[src/design/spa_pkg.sv]
// ----------------------------------------------------------------------------
// spa_pkg
// Shared types, constants and table builders for the stereo phaser.
// ----------------------------------------------------------------------------
package spa_pkg;

	localparam int MAX_STAGES_DEF   = 12;
	localparam int SINE_DEPTH_DEF   = 1024;
	localparam int TAN_DEPTH_DEF    = 1024;
	localparam int SAMPLE_W         = 24;

	localparam int FREQ_W = 27;
	localparam int TAN_W  = 31;

	localparam logic [63:0] ONE_Q30        = 64'd1073741824;
	localparam logic [63:0] HALF_PI_Q30    = 64'd1686629713;
	localparam logic [63:0] QUARTER_PI_Q30 = 64'd843314857;
	localparam logic [63:0] QUARTER_PI_Q32 = 64'd3373259426;
	localparam logic [63:0] F_MIN_Q16      = 64'd13107200;
	localparam logic [63:0] F_MAX_Q16      = 64'd131072000;

	localparam logic [15:0] FB_MAX  = 16'd62259;
	localparam logic [16:0] MIX_ONE = 17'd65536;

	localparam int CFG_W     = 23;
	localparam int CFG_IDX_W = 3;
	localparam logic [CFG_IDX_W-1:0] CFG_STAGE_COUNT   = 3'd0;
	localparam logic [CFG_IDX_W-1:0] CFG_LFO_STEP      = 3'd1;
	localparam logic [CFG_IDX_W-1:0] CFG_ANGLE_PER_HZ  = 3'd2;
	localparam logic [CFG_IDX_W-1:0] CFG_FEEDBACK_GAIN = 3'd3;
	localparam logic [CFG_IDX_W-1:0] CFG_MIX_LEVEL     = 3'd4;

	localparam logic [3:0]  STAGE_COUNT_RST = 4'd4;
	localparam logic [22:0] LFO_STEP_RST    = 23'd44739;
	localparam logic [20:0] ANGLE_RST       = 21'd281104;
	localparam logic [15:0] FEEDBACK_RST    = 16'd0;
	localparam logic [16:0] MIX_RST         = 17'd32768;

	typedef struct packed {
		logic signed [SAMPLE_W-1:0] left_in;
		logic signed [SAMPLE_W-1:0] right_in;
	} src_item_t;

	typedef struct packed {
		logic signed [SAMPLE_W-1:0] left_out;
		logic signed [SAMPLE_W-1:0] right_out;
	} dst_item_t;

	typedef struct packed {
		logic signed [31:0] x1;
		logic signed [31:0] y1;
	} stage_state_t;

	typedef struct packed {
		logic               done;
		logic signed [31:0] a1;
	} coef_res_t;

	typedef enum logic [2:0] {
		C_IDLE, C_FREQ, C_THETA, C_NUM, C_DIV, C_FIX, C_TAN, C_DONE
	} coef_st_t;

	typedef enum logic [3:0] {
		S_IDLE, S_COEF, S_FB, S_VIN, S_MUL, S_ACC, S_MIX1, S_MIX2, S_MIX3, S_OUT
	} phs_st_t;

	function automatic logic signed [31:0] sat32(input logic signed [71:0] v);
		logic signed [71:0] hi;
		logic signed [71:0] lo;
		hi = 72'sd2147483647;
		lo = -72'sd2147483648;
		if (v > hi) return 32'sh7fffffff;
		if (v < lo) return 32'sh80000000;
		return v[31:0];
	endfunction

	// elaboration-time long division
	function automatic logic [63:0] udiv(input logic [63:0] n, input logic [63:0] d);
		logic [63:0] q;
		logic [64:0] r;
		q = '0;
		r = '0;
		for (int i = 63; i >= 0; i--) begin
			r = {r[63:0], n[i]};
			if (r >= {1'b0, d}) begin
				r = r - {1'b0, d};
				q[i] = 1'b1;
			end
		end
		return q;
	endfunction

	function automatic logic [63:0] taylor_div(input int i);
		case (i)
			0: return 64'd110;
			1: return 64'd72;
			2: return 64'd42;
			3: return 64'd20;
			default: return 64'd6;
		endcase
	endfunction

	function automatic logic [63:0] sin_quadrant(input logic [63:0] a_in);
		logic [63:0] a;
		logic [63:0] x2;
		logic [63:0] t;
		logic [63:0] d;
		a = (a_in > HALF_PI_Q30) ? HALF_PI_Q30 : a_in;
		x2 = (a * a) >> 30;
		t = ONE_Q30;
		for (int i = 0; i < 5; i++) begin
			d = udiv((x2 * t) >> 30, taylor_div(i));
			t = (d > ONE_Q30) ? 64'd0 : ONE_Q30 - d;
		end
		t = (a * t) >> 30;
		return (t > ONE_Q30) ? ONE_Q30 : t;
	endfunction

	// frequency in Q16.16 for sine table entry k
	function automatic logic [63:0] sine_freq(input int k, input int depth);
		logic [63:0] p;
		logic [63:0] quad;
		logic [63:0] r;
		logic [63:0] s;
		logic [63:0] u;
		logic [63:0] f;
		p = udiv(64'(k) << 32, 64'(depth));
		quad = (p >> 30) & 64'd3;
		r = p & (ONE_Q30 - 64'd1);
		if (quad[0]) r = ONE_Q30 - r;
		s = sin_quadrant((r * HALF_PI_Q30) >> 30);
		u = quad[1] ? ONE_Q30 - s : ONE_Q30 + s;
		f = F_MIN_Q16 + ((64'd900 * u) >> 14);
		if (f < F_MIN_Q16) f = F_MIN_Q16;
		if (f > F_MAX_Q16) f = F_MAX_Q16;
		return f;
	endfunction

	// tangent magnitude in Q1.30 for tangent table entry k
	function automatic logic [63:0] tan_mag(input int k, input int depth);
		logic [63:0] m;
		logic [63:0] sn;
		logic [63:0] cs;
		logic [63:0] tv;
		m = udiv(64'(depth - k) * QUARTER_PI_Q30, 64'(depth));
		sn = sin_quadrant(m);
		cs = sin_quadrant(HALF_PI_Q30 - m);
		if (cs == 64'd0) cs = 64'd1;
		tv = udiv(sn << 30, cs);
		return (tv > ONE_Q30) ? ONE_Q30 : tv;
	endfunction

endpackage

[src/design/spa_state_mem.sv]
// ----------------------------------------------------------------------------
// spa_state_mem
// Allpass stage state store: one entry per channel and stage, registered read.
// ----------------------------------------------------------------------------
module spa_state_mem #(
	parameter int DEPTH = 2 * spa_pkg::MAX_STAGES_DEF,
	parameter int AW    = $clog2(2 * spa_pkg::MAX_STAGES_DEF)
) (
	input  logic                  clk,
	input  logic                  arst_n,
	input  logic                  rd_en,
	input  logic [AW-1:0]         rd_addr,
	output spa_pkg::stage_state_t rd_data,
	input  logic                  wr_en,
	input  logic [AW-1:0]         wr_addr,
	input  spa_pkg::stage_state_t wr_data
);

	spa_pkg::stage_state_t mem [DEPTH];
	spa_pkg::stage_state_t data_q;
	logic [DEPTH-1:0]      vld_q;
	logic                  hit_q;

	always_ff @(posedge clk) begin
		if (wr_en) begin
			mem[wr_addr] <= wr_data;
		end
		if (rd_en) begin
			data_q <= mem[rd_addr];
		end
	end

	always_ff @(posedge clk or negedge arst_n) begin
		if (!arst_n) begin
			vld_q <= '0;
			hit_q <= 1'b0;
		end else begin
			if (wr_en) begin
				vld_q[wr_addr] <= 1'b1;
			end
			if (rd_en) begin
				hit_q <= vld_q[rd_addr];
			end
		end
	end

	assign rd_data = hit_q ? data_q : '0;

endmodule

[config.mk]
export PLATFORM = sky130hd
export DESIGN_NAME = spa_state_mem
export DESIGN_NICKNAME = d
export VERILOG_FILES = /design/src/design/spa_pkg.sv /design/src/design/spa_state_mem.sv
export SDC_FILE = /design/constraint.sdc
export NUM_CORES = 1
export LEC_CHECK = 0
export BUFFER_PORTS_ARGS = -buffer_cell sky130_fd_sc_hd__buf_2
export CORE_MARGIN = 4
export CORE_UTILIZATION = 29
export CTS_CLUSTER_DIAMETER = 30
export CTS_CLUSTER_SIZE = 30
export DETAILED_ROUTE_END_ITERATION = 8
export SLEW_MARGIN = 20
export SYNTH_ARGS = -nofsm -noshare
export SYNTH_HDL_FRONTEND = slang
export SYNTH_SLANG_ARGS = --single-unit
export TNS_END_PERCENT = 10
[constraint.sdc]
create_clock -name clk -period 4.55 [get_ports clk]
set_input_delay 0.2275 -clock clk [delete_from_list [all_inputs] [get_ports clk]]
set_output_delay 0.2275 -clock clk [all_outputs]
set_load 0.05 [all_outputs]
Word level (Yosys, flattened, before mapping) --
Memories as Yosys holds them, arrays and structs flattened. A register that Yosys moved wholly into a read port is not among the register bits. Index checks and enable logic that the tools add are counted.
Word-level totals: word-level logic and storage cells 15, memories kept 1, bits in writable memories 1536, register bits 25, input port bits 78, output and inout port bits 64
Cells by class: magnitude comparators 3, bitwise gates (word level) 1, reduce and logical (&&, ||, !) cells 1, mux-type cells 7
Memories:
- mem | depth 24, bits a word 64, read ports 1, clocked after memory_dff 1, write ports 1, RTL line spa_state_mem.sv:19 | spa_pkg::stage_state_t mem [DEPTH];
Operator list (count):
- $mux 64 | 1
- $or 24x24->24 | 1
- $lt 5x6->1 const B | 2
- $bmux 1 s5 | 1
- $demux 1 s5 | 1
- $ge 5x1->1 const B | 1
- $mux 1 | 4
- $logic_and 1x1->1 | 1

Longest topological paths before layout --
depth after elaboration 5, mapped depth 8, depth with buffers taken out 4

Worst setup path after synthesis --
No wires, ideal clock.
kind input-to-reg, from in wr_addr[0], to mem mem[20][0] (netlist bit), enable pin, cell stages on the path 3, data arrival time 3.553 ns, slack 0.510 ns, data required time 4.063 ns, library setup time 0.487 ns, buffers on the path 1, cells stage by stage or3b_2 > clkbuf_1 > nor2_1
RTL lines:
- start, declared | RTL line spa_state_mem.sv:15 | input logic [AW-1:0] wr_addr,
- end, declared | RTL line spa_state_mem.sv:19
No word-level cell before the write port.

==> metrics <==
Worst-Skew Late Latency=0.91 ns; synthesized area=61200 um2; IO buf count=141; CP endpoint kind=primary output; mean post-synth cell area=23.5 um2; most common cell after layout, fill and taps aside=edfxtp_1; vias=~30000; share of cells above drive strength 1=between 30% and 40%; power per cell area=535 nW/um2; clock buffer depth=4; die area=~220000 um2; Die Span Y=467 um; worst rel slew slack=22.8%; Detailed Route WL=157000 um; fin area=77300 um2; overall routing resource usage=14.3%; Nets=3161; Mapped Cells=2609; hold path startpoint=rd_addr[1]; Max FO, Critical Path=65; Initial Util=between 20% and 30%; First-pass DRT Iterations=5; Starting DRT DRC Count=slightly above 3000; met2 Usage GRT=23.7%; DR WL/cell=25.6 um; DRC errors left=0; final hold violation count=0; number of global-route vias before repair=about 31000; placed cell area=66000 um2; post-CTS setup buffers=0; hpwl dp=77700 um; arrival time worst endpoint=2.79 ns; post-synthesis net count=~2700; RSZ-0062 raised after global routing=false; clock-pin slew on the worst setup and hold paths=0.05 ns; Synth Flop Type=edfxtp_1; Max-Cap Viols=0; Post-synth EDFFs=1600; total negative setup slack=0 ns; GR peak layer=met2; first-pass GRT wire length=between 200000 and 250000 um; Worst Tran Pin Value=approximately 1.2 ns; htree depth=5; commonest non-fill, non-tap cells in the layout=edfxtp_1 (1600), mux4_2 (373), clkbuf_16 (329); fmax=0.332 GHz; VDD IR max=0.315 mV; CTS tree=done; dpl ws=around 1.7 ns; share of the synthesized area in the top cell type=78.5%; grt met1 use=19.0%; Clock Skew=0.0502 ns; Worst Setup SP=hit_q; area leader, netlist=edfxtp_1; endpoints failing setup=0; antenna-violating nets left=0; post-synthesis cell type count=33; row cnt=approximately 170; status=finished clean; FFs w/ async S/R, synth=around 1.5%; Tcrit/Tclk final=66.2%; drt via density=between 4 and 5; setup ws final=1.54 ns; initial antenna violation count=25; largest net degree at the start of global routing=125; register area share after synthesis=roughly four fifths; core area=210000 um2; number of fill cells=19000; P&R area growth vs syn=26.2%; I/O Pins=142; post-layout util=36.8%; Post-CTS Resized=0; worst setup path class=register to primary output; die width=467 um; hold crit path type=input pin to register; routability cong.=0.694; Startpoint Class=register; FF-to-FF Start=mem[23][54]; post-synthesis register bit count=between 1500 and 2000; TritonCTS Buffers=about 320; root buf cell=clkbuf_16; crit path time final=roughly 3 ns; max-slew violations=0; met3 Resource Use GR=3.16%; top area cells in the synthesized netlist=edfxtp_1 (78%), mux4_2 (14%), a22oi_1 (1.4%), mux2i_1 (1.3%), dfrtp_1 (1.0%); CTS sink cnt=1625; Synthesis Warnings=0; Leakage=24.9 nW; GR Overflow Total=0; critical path data required time=roughly 4.3 ns
-- layer usage --
metal / wire (um) / part of all wire (%)
met1: 65200 / 41
met2: 77900 / 49
met3: 11100 / 7.0
met4: 3280 / 2.1
met5: 43 / 0.027
-- flip-flops by register name (all words and copies together), names as in the netlist --
signal and count:
mem 1536, data_q 64, vld_q 24, hit_q 1
-- final timing paths --
| kind | endpoint | slack (ns) | cells past startpoint |
|---|---|---|---|
| min in group asynchronous | vld_q[3] | 0.49 | 3 |
| max reg2reg | data_q[54] | 2.60 | 4 |
| min reg2reg | vld_q[18] | 0.46 | 1 |
| max in group asynchronous | hit_q | 2.67 | 4 |
| max | rd_data[0] | 1.54 | 2 |
| min | data_q[60] | 0.06 | 4 |
-- kinds of logic (layout without fill, tap and decap cells) --
kind of cell           Yosys count  after routing  synth area share [%]
and+or+nand+nor                173            173                  1.56
muxes                          471            471                  15.4
buffers and inverters          144            863                  1.06
DFF                           1625           1625                  79.5
other                            0             10                     0
AOI/OAI and AO/OA              196            196                  2.51
-- worst max-delay path: stages (launching register included) --
cell and delay, ns:
dfrtp_4 1.09, and2_1 0.44, buf_2 0.33
-- where the power goes --
part	total, W	leakage (nW)	internal [W]	switching, W
sequential	0.0169	14.8	0.0168	0.000139
clock	0.0227	5.07	0.0150	0.00763
combinational	0.00175	5.11	0.000660	0.00109
-- layout make-up --
type | instances | area, um2 | area share (%)
diodes | 10 | 25.0 | 0.0324
well taps | 2805 | 3510 | 4.54
flip-flops and latches | 1625 | 48700 | 63.0
repair buffers | 290 | 2420 | 3.13
clock buffers | 361 | 8380 | 10.8
clock inverters | 210 | 2140 | 2.77
multi-input cells | 840 | 12100 | 15.7
inverters | 2 | 7.51 | 0.00972
-- Yosys cell counts (2+ instances only) --
| cell | number |
|---|---|
| buf_1 | 9 |
| o211ai_1 | 49 |
| dfrtp_1 | 25 |
| clkbuf_1 | 75 |
| o2bb2ai_1 | 15 |
| a22oi_1 | 111 |
| mux2i_1 | 80 |
| inv_1 | 2 |
| mux2_2 | 18 |
| buf_4 | 6 |
| mux4_2 | 373 |
| buf_6 | 3 |
| nor2_1 | 27 |
| or2_2 | 25 |
| or3b_2 | 4 |
| buf_2 | 49 |
| a221oi_2 | 4 |
| nand3_1 | 7 |
| nand2_1 | 19 |
| nand3b_1 | 4 |
| nor2b_1 | 3 |
| a221oi_1 | 11 |
| edfxtp_1 | 1600 |
| nor3_1 | 15 |
| and2_1 | 67 |
-- what timing repair did --
action | in CTS | in global routing
endpoints found under the hold margin | 1573 | 0
setup endpoints to repair | 0 | 0
hold buffers | 70 | 0
-- metrics by stage --
stage               hold WS [ns]  total power, W  cells
floorplan                -0.0681          0.0182   2609
global placement           0.248          0.0189   5492
detailed placement         0.265          0.0189   5492
CTS                       0.0366          0.0417   6133
global route              0.0747          0.0427   6133
finish                    0.0636          0.0413   6143
Note: power is estimated with default switching activity, not from simulation.
